File: src/design/lca_pkg.sv
// ----------------------------------------------------------------------------
// lca_pkg
// Shared types and constants for the binary-lifting lowest common ancestor
// engine: item kinds, result status codes, controller states, datapath commands and status.
// ----------------------------------------------------------------------------
package lca_pkg;

  // fixed field widths
  localparam int NODE_W  = 10;
  localparam int ENTRY_W = NODE_W + 1;   // stored entry is node+1, zero means none
  localparam int DEPTH_W = 10;
  localparam logic [DEPTH_W-1:0] DEPTH_SAT = '1;

  // item kinds
  typedef enum logic [1:0] {
    KIND_LOAD = 2'd0,
    KIND_LCA  = 2'd1,
    KIND_KTH  = 2'd2,
    KIND_BAD  = 2'd3
  } kind_t;

  // result status codes
  typedef enum logic [1:0] {
    STAT_OK        = 2'd0,
    STAT_PAST_ROOT = 2'd1,
    STAT_BAD       = 2'd2
  } status_t;

  // source of the answer node on completion
  typedef enum logic [1:0] {
    RES_B,
    RES_U,
    RES_PARENT
  } res_sel_t;

  // datapath operations
  typedef enum logic [4:0] {
    OP_NONE,
    OP_CAPTURE,
    OP_LP_RD,
    OP_LD_WR0,
    OP_LD_RD,
    OP_LD_WR,
    OP_KD_RD,
    OP_DA_RD,
    OP_DB_RD,
    OP_LEVEL,
    OP_CL_RD,
    OP_CL_SKIP,
    OP_CL_STEP,
    OP_J_INIT,
    OP_J_RU,
    OP_J_RV,
    OP_J_CMP,
    OP_P_RD
  } dp_op_t;

  // controller states
  typedef enum logic [4:0] {
    S_IDLE,
    S_CHECK,
    S_LD_WR0,
    S_LD_RD,
    S_LD_WR,
    S_KD_CHK,
    S_DB,
    S_LV,
    S_LV_CHK,
    S_CL_RD,
    S_CL_WT,
    S_CL_END,
    S_J_RU,
    S_J_RV,
    S_J_CMP,
    S_P_RD,
    S_P_WT
  } state_t;

  // command from controller to datapath
  typedef struct packed {
    dp_op_t   op;
    logic     done;
    status_t  code;
    res_sel_t res;
  } cmd_t;

  // status from datapath to controller
  typedef struct packed {
    kind_t kind;
    logic  bad;
    logic  k_high;
    logic  k_gt;
    logic  k_bit;
    logic  lvl_last;
    logic  lvl_zero;
    logic  one_level;
    logic  e_zero;
    logic  uv_eq;
  } dp_stat_t;

endpackage

File: src/design/lca_ctrl.sv
// ----------------------------------------------------------------------------
// lca_ctrl
// Sequencer for load, k-th ancestor and common ancestor items. Issues one
// datapath command per cycle and decides on the datapath status flags.
// ----------------------------------------------------------------------------
module lca_ctrl
  import lca_pkg::*;
(
  input  logic     clk,
  input  logic     rst_n,
  input  logic     start,
  output logic     busy,
  input  dp_stat_t stat,
  output cmd_t     cmd
);

  state_t state_r, state_nxt;

  // state register
  always_ff @(posedge clk) begin
    if (!rst_n) begin
      state_r <= S_IDLE;
    end else begin
      state_r <= state_nxt;
    end
  end

  assign busy = (state_r != S_IDLE);

  // next state
  always_comb begin
    state_nxt = state_r;
    unique case (state_r)
      S_IDLE:   if (start) state_nxt = S_CHECK;
      S_CHECK: begin
        if (stat.bad) begin
          state_nxt = S_IDLE;
        end else begin
          unique case (stat.kind)
            KIND_LOAD: state_nxt = S_LD_WR0;
            KIND_LCA:  state_nxt = S_DB;
            KIND_KTH:  state_nxt = S_KD_CHK;
            default:   state_nxt = S_IDLE;
          endcase
        end
      end
      S_LD_WR0: state_nxt = stat.one_level ? S_IDLE : S_LD_RD;
      S_LD_RD:  state_nxt = S_LD_WR;
      S_LD_WR:  state_nxt = stat.lvl_last ? S_IDLE : S_LD_RD;
      S_KD_CHK: state_nxt = (stat.k_gt || stat.k_high) ? S_IDLE : S_CL_RD;
      S_DB:     state_nxt = S_LV;
      S_LV:     state_nxt = S_LV_CHK;
      S_LV_CHK: state_nxt = stat.k_high ? S_IDLE : S_CL_RD;
      S_CL_RD: begin
        if (stat.k_bit) begin
          state_nxt = S_CL_WT;
        end else begin
          state_nxt = stat.lvl_last ? S_CL_END : S_CL_RD;
        end
      end
      S_CL_WT: begin
        if (stat.e_zero) begin
          state_nxt = S_IDLE;
        end else begin
          state_nxt = stat.lvl_last ? S_CL_END : S_CL_RD;
        end
      end
      S_CL_END: begin
        state_nxt = (stat.kind == KIND_KTH || stat.uv_eq) ? S_IDLE : S_J_RU;
      end
      S_J_RU:   state_nxt = S_J_RV;
      S_J_RV:   state_nxt = S_J_CMP;
      S_J_CMP:  state_nxt = stat.lvl_zero ? S_P_RD : S_J_RU;
      S_P_RD:   state_nxt = S_P_WT;
      S_P_WT:   state_nxt = S_IDLE;
      default:  state_nxt = S_IDLE;
    endcase
  end

  // command outputs
  always_comb begin
    cmd      = '0;
    cmd.op   = OP_NONE;
    cmd.code = STAT_OK;
    cmd.res  = RES_B;
    unique case (state_r)
      S_IDLE:   if (start) cmd.op = OP_CAPTURE;
      S_CHECK: begin
        if (stat.bad) begin
          cmd.done = 1'b1;
          cmd.code = STAT_BAD;
        end else begin
          unique case (stat.kind)
            KIND_LOAD: cmd.op = OP_LP_RD;
            KIND_LCA:  cmd.op = OP_DA_RD;
            KIND_KTH:  cmd.op = OP_KD_RD;
            default: begin
              cmd.done = 1'b1;
              cmd.code = STAT_BAD;
            end
          endcase
        end
      end
      S_LD_WR0: begin
        cmd.op   = OP_LD_WR0;
        cmd.done = stat.one_level;
        cmd.res  = RES_B;
      end
      S_LD_RD:  cmd.op = OP_LD_RD;
      S_LD_WR: begin
        cmd.op   = OP_LD_WR;
        cmd.done = stat.lvl_last;
        cmd.res  = RES_B;
      end
      S_KD_CHK: begin
        if (stat.k_gt || stat.k_high) begin
          cmd.done = 1'b1;
          cmd.code = STAT_PAST_ROOT;
        end
      end
      S_DB:     cmd.op = OP_DB_RD;
      S_LV:     cmd.op = OP_LEVEL;
      S_LV_CHK: begin
        if (stat.k_high) begin
          cmd.done = 1'b1;
          cmd.code = STAT_PAST_ROOT;
        end
      end
      S_CL_RD:  cmd.op = stat.k_bit ? OP_CL_RD : OP_CL_SKIP;
      S_CL_WT: begin
        if (stat.e_zero) begin
          cmd.done = 1'b1;
          cmd.code = STAT_PAST_ROOT;
        end else begin
          cmd.op = OP_CL_STEP;
        end
      end
      S_CL_END: begin
        if (stat.kind == KIND_KTH || stat.uv_eq) begin
          cmd.done = 1'b1;
          cmd.res  = RES_U;
        end else begin
          cmd.op = OP_J_INIT;
        end
      end
      S_J_RU:   cmd.op = OP_J_RU;
      S_J_RV:   cmd.op = OP_J_RV;
      S_J_CMP:  cmd.op = OP_J_CMP;
      S_P_RD:   cmd.op = OP_P_RD;
      S_P_WT: begin
        cmd.done = 1'b1;
        cmd.code = stat.e_zero ? STAT_PAST_ROOT : STAT_OK;
        cmd.res  = RES_PARENT;
      end
      default:  cmd.op = OP_NONE;
    endcase
  end

endmodule

File: config.mk
export PLATFORM = sky130hd
export DESIGN_NAME = lca_ctrl
export DESIGN_NICKNAME = d
export VERILOG_FILES = /design/src/design/lca_pkg.sv /design/src/design/lca_ctrl.sv
export SDC_FILE = /design/constraint.sdc
export NUM_CORES = 1
export LEC_CHECK = 0
export BUFFER_PORTS_ARGS = -buffer_cell sky130_fd_sc_hd__clkbuf_2
export CAP_MARGIN = 10
export CORE_ASPECT_RATIO = 0.75
export CORE_MARGIN = 2
export CORE_UTILIZATION = 25
export DETAILED_ROUTE_END_ITERATION = 12
export MAX_ROUTING_LAYER = met4
export PLACE_DENSITY = 0.55
export SYNTH_ARGS = -nofsm -noshare
export SYNTH_HDL_FRONTEND = slang
export SYNTH_SLANG_ARGS = --single-unit
File: constraint.sdc
create_clock -name clk -period 1.8 [get_ports clk]
set_input_delay 0.45 -clock clk [delete_from_list [all_inputs] [get_ports clk]]
set_output_delay 0.45 -clock clk [all_outputs]
set_load 0.02 [all_outputs]
# Yosys cells after proc, flatten, opt, wreduce, memory -nomap -nowiden
# Index checks and enable logic that the tools add are counted.
dict set report totals {
  ff_bits 5
  inputBits 14
  out_inout_bits 11
  word_cells 57
}
dict set report op_classes {
  n_eq_ne 19
  n_mux 31
  reduce_logical 6
}
# operator n
set ops {}
lappend ops {{one-hot mux 5 bit (16 select lines)} 1}
lappend ops {{one-hot mux 5 bit (14 select lines)} 1}
lappend ops {{== test 5 x 4 -> 1 bit, second input constant} 8}
lappend ops {{two-way mux 4 bit} 6}
lappend ops {{two-way mux 3 bit} 7}
lappend ops {{== test 5 x 3 -> 1 bit, second input constant} 4}
lappend ops {{one-hot mux 3 bit (3 select lines)} 2}
lappend ops {{== test 5 x 2 -> 1 bit, second input constant} 2}
lappend ops {{two-way mux 2 bit} 5}
lappend ops {{one-hot mux 2 bit (5 select lines)} 1}
lappend ops {{one-hot mux 1 bit (8 select lines)} 1}
lappend ops {{== test 5 x 1 -> 1 bit, second input constant} 1}
lappend ops {{== test 5 bit, second input constant} 1}
lappend ops {{logical NOT 5 bit} 1}
lappend ops {{two-way mux 1 bit} 5}
lappend ops {{two-way mux 5 bit} 1}
lappend ops {{nonzero test 5 bit} 1}
lappend ops {{one-hot mux 2 bit (2 select lines)} 1}
lappend ops {{OR reduction 3 bit} 1}
lappend ops {{== test 2 x 1 -> 1 bit, second input constant} 1}
lappend ops {{== test 2 bit, second input constant} 1}
lappend ops {{logical NOT 2 bit} 1}
lappend ops {{logical OR 1 bit} 2}
lappend ops {{inequality test 2 bit, second input constant} 1}

# Depth between registers and ports, before layout
# Gate-level depths: netlist of the first run.
dict set report depth {
  word_depth 5
  ltp_mapped 6
  mapped_depth_nobuf 6
}

# Worst setup path after synthesis of the first run
# Ideal clock, no wire load.
dict set report synth_path {
  path_type {input -> output}
  startpoint {in stat[9] in the netlist's numbering}
  endpoint {out cmd[7] in the netlist's numbering}
  t_arrival_ns 1.436
  t_required_ns 1.350
  path_slack_ns -0.086
  stages 6
  cell_sequence {inv_1 > ha_1 > nor2_1 > and4_1 > a21oi_1 > o21ai_1}
}
# item line_no
set synth_rtl {}
lappend synth_rtl {{from (decl)} lca_ctrl.sv:13} ;# input dp_stat_t stat,
lappend synth_rtl {{to (decl)} lca_ctrl.sv:14} ;# output cmd_t cmd

==> results of run 1 <==
## per-stage QoR
step	total power, mW	TNS, ps
2_1_floorplan	0.226	-57.5
3_3_place_gp	0.309	-917
3_5_place_dp	0.312	-1030
4_1_cts	0.535	-1830
5_1_grt	0.581	-2050
6_report	0.545	-1450
## repair_timing
item	4_1_cts	5_1_grt
gates cloned	0	1
gates resized for setup	14	30
buffers inserted	2	3
pin swaps	2	3
setup endpoints to repair	10	10
## cell usage in the layout, fill, tap and decap left out, types with 3 or more instances in the layout
| cell | Yosys | final |
|---|---|---|
| o21ai_1 | 1 | 3 |
| clkbuf_2 | 0 | 14 |
| buf_6 | 4 | 4 |
| dfxtp_2 | 0 | 3 |
| nor2_4 | 0 | 3 |
| clkbuf_8 | 0 | 5 |
| a31oi_1 | 4 | 4 |
| nand2_1 | 7 | 7 |
| buf_2 | 1 | 4 |
| nand2b_1 | 6 | 5 |
| a21oi_1 | 8 | 7 |
| inv_1 | 8 | 8 |
| a211o_1 | 3 | 3 |
| nor2_1 | 11 | 7 |
| buf_4 | 3 | 34 |
| ha_1 | 4 | 3 |
| o21ai_0 | 6 | 3 |
## tightest hold or removal path, cell delays in order (launching register included)
cell     delay (ps)
dfxtp_2         340
and3_1          160
o31a_1          110
## logic make-up (layout without fill, tap and decap cells)
| logic type | after synthesis | after routing | share of synthesized area |
|---|---|---|---|
| flip-flops | 5 | 5 | 0.116 |
| AO/OA/AOI/OAI | 38 | 38 | 0.303 |
| buffers and inverters | 18 | 72 | 0.127 |
| adder cells (fa/ha/maj) | 4 | 4 | 0.0578 |
| AND/OR/NAND/NOR | 57 | 57 | 0.396 |
## worst min-delay path by stage
stage                                  from                      end
floorplan           state_r[4]$_SDFFE_PN0P_  state_r[4]$_SDFFE_PN0P_
global placement    state_r[2]$_SDFFE_PN0P_  state_r[4]$_SDFFE_PN0P_
detailed placement  state_r[3]$_SDFFE_PN0P_  state_r[3]$_SDFFE_PN0P_
CTS                                 stat[8]  state_r[1]$_SDFFE_PN0P_
global route        state_r[3]$_SDFFE_PN0P_  state_r[3]$_SDFFE_PN0P_
finish              state_r[3]$_SDFFE_PN0P_  state_r[3]$_SDFFE_PN0P_
## report_power, final
part	switching [mW]	internal (mW)	leakage (nW)
clock	0.0577	0.152	0.0228
sequential	0.00370	0.114	0.0427
combinational	0.115	0.102	0.594
## area by class of cell
| class | count | area [um2] |
|---|---|---|
| clock buffer | 4 | 45.0 |
| fill | 345 | 1910 |
| inverter | 8 | 30.0 |
| multi-input combinational | 99 | 734 |
| sequential | 5 | 108 |
| tap | 40 | 50.0 |
| timing repair buffer | 60 | 433 |
## routing by layer
layer,GRT usage,vias up,wire length [um]
li1,-,562,-
met1,0.208,531,1450
met2,0.296,35,1510
met3,0.0453,4,271
met4,0.0440,0,29
met5,-,-,0
==> results.sh, run 1 <==
export IMPL_status="finished, violations left"
export IMPL_failed_checks="negative setup slack"
export IMPL_cts_sinks=5
export IMPL_drt_initial_drc_count=83
export IMPL_drt_total_wl_mm=3.26
export IMPL_ys_warn_count=0
export IMPL_tightest_slew_ps=257
export IMPL_die_w_um=72.0
export IMPL_drc_errors=0
export IMPL_hpwl_mm=2.41
export IMPL_vias_per_cell=5.24
export IMPL_grt_max_degree=24
export IMPL_setup_violations=10
export IMPL_drive_above_1_share=0.489
export IMPL_grt_usage=0.173
export IMPL_max_stage_delay_ps=520
export IMPL_fin_cells=216
export IMPL_num_vias=1132
export IMPL_regMostFlops="state_r"
export IMPL_hp_class="register to register"
export IMPL_synth_top_area_frac=0.116
export IMPL_die_area_um2=3960
export IMPL_cts_hold_buffers=0
export IMPL_hold_worst_slack_ps=640
export IMPL_slowest_stage="or4b_4"
export IMPL_finalCritPeriodShare=1.17
export IMPL_slew_viol_final=0
export IMPL_ys_seq_area_frac=0.116
export IMPL_synth_avg_cell_area_um2=7.10
export IMPL_place_gp_congestion=0.999
export IMPL_cts_tree="yes"
export IMPL_relSlewSlack=0.827
export IMPL_first_pass_iters=4
export IMPL_syn_cell_area_um2=866
export IMPL_fin_area_um2=1400
export IMPL_yosys_area_top_type="dfxtp_1"
export IMPL_io_buffer_count=24
export IMPL_synth_area_leaders="dfxtp_1, ha_1, buf_6"
export IMPL_place_inst=207
export IMPL_cts_buffers=3
export IMPL_place_area_um2=1190
export IMPL_max_cap_violations=0
export IMPL_path_clk_slew_ps=30
export IMPL_antenna_cells=0
export IMPL_htreeDepth=1
export IMPL_skew_ps=1.80
export IMPL_layout_nets=195
export IMPL_hold_viol_final=0
export IMPL_start_kind="register"
export IMPL_rows=18
export IMPL_crit_type="register to primary output"
export IMPL_reg2reg_slack_ps=120
export IMPL_worstReg2RegStart="state_r[2]$_SDFFE_PN0P_"
export IMPL_final_util=0.423
export IMPL_fin_ws_ps=-299
export IMPL_worstPathMaxFanout=4
export IMPL_max_freq_mhz=476
export IMPL_synth_edff_count=0
export IMPL_syn_instance_count=122
export IMPL_synth_nets=140
export IMPL_antenna_found_initial=0
export IMPL_max_vdd_ir_drop_v=0.000205
export IMPL_crit_arrival_ps=1650
export IMPL_path_buf_inv=1
export IMPL_clockBufferDepth=2
export IMPL_period_minus_slack_ps=2100
export IMPL_yosysMostFrequentCell="nor2_1"
export IMPL_crit_end="cmd[8]"
export IMPL_holdPathStages=2
export IMPL_path_depth=5
export IMPL_area_growth_syn_to_layout_pct=61.7
export IMPL_ios=25
export IMPL_routedWlPerCell_um=15.1
export IMPL_initial_core_util=0.262
export IMPL_top_regs="state_r (5)"
export IMPL_synthArstFlopShare=0
export IMPL_synth_ff_type="dfxtp_1"
export IMPL_core_area_um2=3310
export IMPL_crit_chain="or4b_4 -> a21boi_2 -> a41o_1 -> o21ba_1 -> clkbuf_8"
export IMPL_setup_worst_path_end_class="primary output"
export IMPL_grt_overflow_total=0
export IMPL_ys_top_cells_by_count="nor2_1, a21oi_1, inv_1, nand2_1"
export IMPL_grt_pass1_vias=1115
export IMPL_ys_ff_latch=5
export IMPL_clk_latency_ps=220
export IMPL_p_leak_nw=0.660
export IMPL_critPathTopFamily="simple AND/OR/NAND/NOR gates"
export IMPL_grt_first_pass_wirelength_mm=5.02
export IMPL_regToRegEndpoint="state_r[3]$_SDFFE_PN0P_"
export IMPL_grt_setup_unrepaired="yes"
export IMPL_ys_types=50
export IMPL_root_buffer="clkbuf_8"
export IMPL_cp_data_required_time_ps=1350
export IMPL_place_ws_ps=-303
export IMPL_die_h_um=55.0
export IMPL_crit_start="state_r[2]$_SDFFE_PN0P_"
export IMPL_powerDensity_nw_per_um2=389
export IMPL_largest_reg_flops=5
export IMPL_postRouteAntennaNets=0
export IMPL_worst_r2r_path_depth=8
Power figures use the tool's default switching activity.
==> run 2: changes to the inputs <==
--- a/config.mk
+++ b/config.mk
@@ -16,3 +16,4 @@
 export SYNTH_ARGS = -nofsm -noshare
 export SYNTH_HDL_FRONTEND = slang
 export SYNTH_SLANG_ARGS = --single-unit
+export TNS_END_PERCENT = 1
==> run 2 against run 1 <==
Against the previous run: the run still ends with negative setup slack left; via count is 3.7% higher; final area is 0.63% lower; worst setup slack worse by 2.7 ps; maximum frequency is 0.13% lower; largest power group is now clock.
==> results.sh, run 2 (synthesized netlist as in run 1, its figures left out) <==
export IMPL_worstReg2RegStart="state_r[0]$_SDFFE_PN0P_"
export IMPL_slew_viol_final=0
export IMPL_failed_checks="negative setup slack"
export IMPL_min_from="stat[4]"
export IMPL_core_area_um2=3310
export IMPL_crit_type="register to primary output"
export IMPL_regMostFlops="state_r"
export IMPL_clockBufferDepth=2
export IMPL_first_pass_iters=4
export IMPL_ios=25
export IMPL_hold_worst_slack_ps=648
export IMPL_layout_nets=195
export IMPL_status="finished, violations left"
export IMPL_crit_chain="or4b_1 -> a21boi_1 -> a41o_1 -> o21ba_4 -> clkbuf_8"
export IMPL_max_freq_mhz=476
export IMPL_place_gp_congestion=0.850
export IMPL_grt_pass1_vias=1118
export IMPL_grt_overflow_total=0
export IMPL_grt_setup_unrepaired="yes"
export IMPL_powerDensity_nw_per_um2=397
export IMPL_drt_initial_drc_count=107
export IMPL_initial_core_util=0.262
export IMPL_cts_buffers=3
export IMPL_die_area_um2=3960
export IMPL_num_vias=1174
export IMPL_root_buffer="clkbuf_8"
export IMPL_grt_usage=0.176
export IMPL_cts_tree="yes"
export IMPL_fin_ws_ps=-302
export IMPL_rows=18
export IMPL_grt_first_pass_wirelength_mm=5.24
export IMPL_io_buffer_count=24
export IMPL_skew_ps=6.79
export IMPL_vias_per_cell=5.44
export IMPL_start_kind="register"
export IMPL_critPathTopFamily="simple AND/OR/NAND/NOR gates"
export IMPL_drt_total_wl_mm=3.23
export IMPL_drc_errors=0
export IMPL_worst_r2r_path_depth=6
export IMPL_htreeDepth=1
export IMPL_p_leak_nw=0.659
export IMPL_holdPathStages=4
export IMPL_cp_data_required_time_ps=1350
export IMPL_fillerInstances=337
export IMPL_period_minus_slack_ps=2100
export IMPL_setup_worst_path_end_class="primary output"
export IMPL_largest_reg_flops=5
export IMPL_hold_viol_final=0
export IMPL_crit_arrival_ps=1650
export IMPL_grt_max_degree=20
export IMPL_layout_commonest_cell="buf_4"
export IMPL_worstPathMaxFanout=2
export IMPL_postRouteAntennaNets=0
export IMPL_antenna_cells=0
export IMPL_die_h_um=55.0
export IMPL_finalCritPeriodShare=1.17
export IMPL_reg2reg_slack_ps=70
export IMPL_area_growth_syn_to_layout_pct=60.7
export IMPL_relSlewSlack=0.828
export IMPL_drive_above_1_share=0.460
export IMPL_setup_violations=9
export IMPL_antenna_found_initial=0
export IMPL_max_cap_violations=0
export IMPL_clk_latency_ps=230
export IMPL_hold_end="state_r[1]$_SDFFE_PN0P_"
export IMPL_die_w_um=72.0
export IMPL_hpwl_mm=2.32
export IMPL_path_clk_slew_ps=40
export IMPL_top_regs="state_r (5)"
export IMPL_hp_class="primary input to register"
export IMPL_cts_sinks=5
export IMPL_max_stage_delay_ps=520
export IMPL_final_cell_mix="buf_4, clkbuf_2, nor2_1, inv_1"
export IMPL_max_vdd_ir_drop_v=0.000197
export IMPL_regToRegEndpoint="state_r[3]$_SDFFE_PN0P_"
export IMPL_tightest_slew_ps=257
export IMPL_fin_area_um2=1390
export IMPL_routedWlPerCell_um=15.0
export IMPL_slowest_stage="or4b_1"
export IMPL_cts_hold_buffers=0
export IMPL_place_area_um2=1220
export IMPL_path_buf_inv=1
## run 2: what timing repair did
item | CTS | global route
pin swaps | 4 | 0
resized for setup | 16 | 16
setup endpoints to repair | 11 | 11
buffers inserted | 2 | 1
## run 2: through the flow
step	TNS [ps]	setup WS, ps	util	cells	power, mW
final	-1670	-302	0.420	216	0.552
after floorplan	-118	-60.1	-	122	0.226
after CTS	-1690	-275	0.404	215	0.543
after detailed placement	-1100	-266	0.368	209	0.313
after global placement	-953	-264	0.368	209	0.312
after global routing	-2340	-351	0.420	216	0.583
## run 2: cell type report
| class | instances | area (um2) | share of cell area |
|---|---|---|---|
| clock buffer | 3 | 41.3 | 0.0297 |
| inverter | 8 | 30.0 | 0.0216 |
| tap | 40 | 50.0 | 0.0360 |
| multi-input combinational | 99 | 723 | 0.520 |
| clock inverter | 1 | 5.00 | 0.00360 |
| timing repair buffer | 60 | 434 | 0.312 |
| sequential | 5 | 108 | 0.0773 |
## run 2: how the worst max path moves through the flow
stage,end,start,slack [ps],depth (start not counted)
2_1_floorplan,cmd[2],state_r[4]$_SDFFE_PN0P_,-60,4
3_3_place_gp,cmd[8],stat[1],-260,6
3_5_place_dp,cmd[8],stat[1],-270,6
4_1_cts,cmd[8],state_r[0]$_SDFFE_PN0P_,-280,5
5_1_grt,cmd[8],state_r[0]$_SDFFE_PN0P_,-350,5
6_report,cmd[8],state_r[0]$_SDFFE_PN0P_,-300,5
## run 2: power by group
group | internal, mW | switching, mW
clock network | 0.150 | 0.0699
registers | 0.112 | 0.00374
logic | 0.101 | 0.115
total | 0.363 | 0.189
## run 2: metal layers
layer / up-vias / track usage / share of wire
met2: 45 / 0.292 / 0.45
met1: 563 / 0.233 / 0.48
li1: 564 / - / -
met3: 2 / 0.0326 / 0.069
met4: 0 / 0.0283 / 0.0031
met5: - / - / 0
## run 2: worst reg2reg max path, delay by kind of cell, from the launching register on
kind	cells	cell delay (ps)
AO/OA/AOI/OAI	2	530
buffers and inverters	3	470
flip-flops	1	310
AND/OR/NAND/NOR	1	290
==> run 3: changes to the inputs <==
--- a/config.mk
+++ b/config.mk
@@ -6,12 +6,10 @@
 export NUM_CORES = 1
 export LEC_CHECK = 0
 export BUFFER_PORTS_ARGS = -buffer_cell sky130_fd_sc_hd__clkbuf_2
-export CAP_MARGIN = 10
 export CORE_ASPECT_RATIO = 0.75
 export CORE_MARGIN = 2
 export CORE_UTILIZATION = 25
 export DETAILED_ROUTE_END_ITERATION = 12
-export MAX_ROUTING_LAYER = met4
 export PLACE_DENSITY = 0.55
 export SYNTH_ARGS = -nofsm -noshare
 export SYNTH_HDL_FRONTEND = slang
==> run 3 against run 2 <==
Against the previous run: worst hold slack got worse by 91 ps; the run still ends with negative setup slack left; register-to-register slack improved by 170 ps; final area decreased by 1.3%; largest cell class unchanged.
==> results.sh, run 3 (synthesized netlist as in run 1, its figures left out) <==
export IMPL_place_inst=208
export IMPL_io_buffer_count=24
export IMPL_max_cap_violations=0
export IMPL_die_w_um=72.0
export IMPL_seqPwrFrac=0.208
export IMPL_grt_first_pass_wirelength_mm=4.90
export IMPL_fin_cells=215
export IMPL_grt_max_degree=20
export IMPL_postRouteAntennaNets=0
export IMPL_cts_buffers=3
export IMPL_reg2reg_slack_ps=240
export IMPL_die_area_um2=3960
export IMPL_place_gp_congestion=0.961
export IMPL_tns_ps=-1840
export IMPL_powerDensity_nw_per_um2=406
export IMPL_clock_power_share=0.404
export IMPL_max_vdd_ir_drop_v=0.000228
export IMPL_slew_viol_final=0
export IMPL_intPower_uw=368
export IMPL_slowest_stage="dfxtp_4"
export IMPL_grt_overflow_total=0
export IMPL_seqCellArea_um2=110
export IMPL_crit_arrival_ps=1630
export IMPL_path_buf_inv=2
export IMPL_crit_chain="buf_4 -> or3_1 -> o32ai_2 -> a211o_1 -> clkbuf_2"
export IMPL_cts_tree="yes"
export IMPL_num_vias=1141
export IMPL_hp_class="register to register"
export IMPL_failed_checks="negative setup slack"
export IMPL_grt_pass1_vias=1035
export IMPL_p_leak_nw=0.650
export IMPL_layout_commonest_cell="buf_4"
export IMPL_initial_core_util=0.262
export IMPL_cp_data_required_time_ps=1350
export IMPL_layout_nets=194
export IMPL_fin_ws_ps=-279
export IMPL_setup_worst_path_end_class="primary output"
export IMPL_vias_per_cell=5.31
export IMPL_root_buffer="clkbuf_8"
export IMPL_htreeDepth=1
export IMPL_worstPathMaxFanout=13
export IMPL_rows=18
export IMPL_path_clk_slew_ps=40
export IMPL_fillerInstances=340
export IMPL_ios=25
export IMPL_hold_viol_final=0
export IMPL_drt_total_wl_mm=3.20
export IMPL_clockBufferDepth=2
export IMPL_grt_setup_unrepaired="yes"
export IMPL_critPathTopFamily="flip-flops"
export IMPL_drc_errors=0
export IMPL_finalCritPeriodShare=1.15
export IMPL_tightest_slew_ps=361
export IMPL_relSlewSlack=0.757
export IMPL_regMostFlops="state_r"
export IMPL_setup_violations=10
export IMPL_multi_input_area_um2=727
export IMPL_max_stage_delay_ps=390
export IMPL_cts_sinks=5
export IMPL_max_freq_mhz=481
export IMPL_antenna_cells=0
export IMPL_skew_ps=1.70
export IMPL_clk_latency_ps=230
export IMPL_first_pass_iters=4
export IMPL_hold_worst_slack_ps=557
export IMPL_largest_reg_flops=5
export IMPL_design_power_total_uw=558
export IMPL_comb_power_share=0.387
export IMPL_place_ws_ps=-289
export IMPL_switching_share=0.341
export IMPL_area_growth_syn_to_layout_pct=58.7
export IMPL_routedWlPerCell_um=14.9
export IMPL_drt_initial_drc_count=80
export IMPL_grt_usage=0.165
export IMPL_period_minus_slack_ps=2080
export IMPL_top_regs="state_r (5)"
export IMPL_crit_type="register to primary output"
export IMPL_status="finished, violations left"
export IMPL_start_kind="register"
export IMPL_antenna_found_initial=0
export IMPL_drive_above_1_share=0.474
export IMPL_p_sw_uw=190
export IMPL_die_h_um=55.0
export IMPL_hpwl_mm=2.34
export IMPL_core_area_um2=3310
export IMPL_final_cell_mix="buf_4, clkbuf_2, a21oi_1, nor2_1, inv_1"
## run 3: cell type report
| cell class | instances | area share |
|---|---|---|
| tap | 40 | 0.0364 |
| clock buffer | 4 | 0.0328 |
| multi-input combinational | 99 | 0.529 |
| timing repair buffer | 59 | 0.300 |
| sequential | 5 | 0.0801 |
| inverter | 8 | 0.0219 |
## run 3: worst paths after layout
kind | start | end | cells after the start
hold reg to reg | state_r[1]$_SDFFE_PN0P_ | state_r[4]$_SDFFE_PN0P_ | 2
setup reg to reg | state_r[1]$_SDFFE_PN0P_ | state_r[3]$_SDFFE_PN0P_ | 5
setup / recovery | state_r[1]$_SDFFE_PN0P_ | cmd[5] | 5
hold / removal | state_r[1]$_SDFFE_PN0P_ | state_r[4]$_SDFFE_PN0P_ | 2
## run 3: tightest hold or removal path: stages (launching register included)
cell and delay (ps):
dfxtp_4 390, nand4_1 100, nor2_1 40
## run 3: timing repair
action	CTS	global route
setup buffers	1	1
pin swaps	4	1
cloned	0	1
setup endpoints to repair	11	11
gates resized for setup	19	15
hold buffers	0	0
## run 3: metrics by stage
step,area (um2),utilization
final,1370,0.415
after global routing,1370,0.415
after CTS,1320,0.398
after detailed placement,1200,0.362
after global placement,1200,0.362
after floorplan,870,-
## run 3: per-layer routing
metal	track usage	part of all wire
met5	0	0
met4	0.0566	0.019
met3	0.0525	0.087
met2	0.258	0.44
met1	0.218	0.45
## run 3: power groups by stage
stage	logic, mW	clock network [mW]	registers [mW]
final	0.216	0.226	0.116
after global routing	0.232	0.236	0.116
after detailed placement	0.192	0	0.120
after CTS	0.208	0.230	0.117
after global placement	0.191	0	0.120
after floorplan	0.107	0	0.119
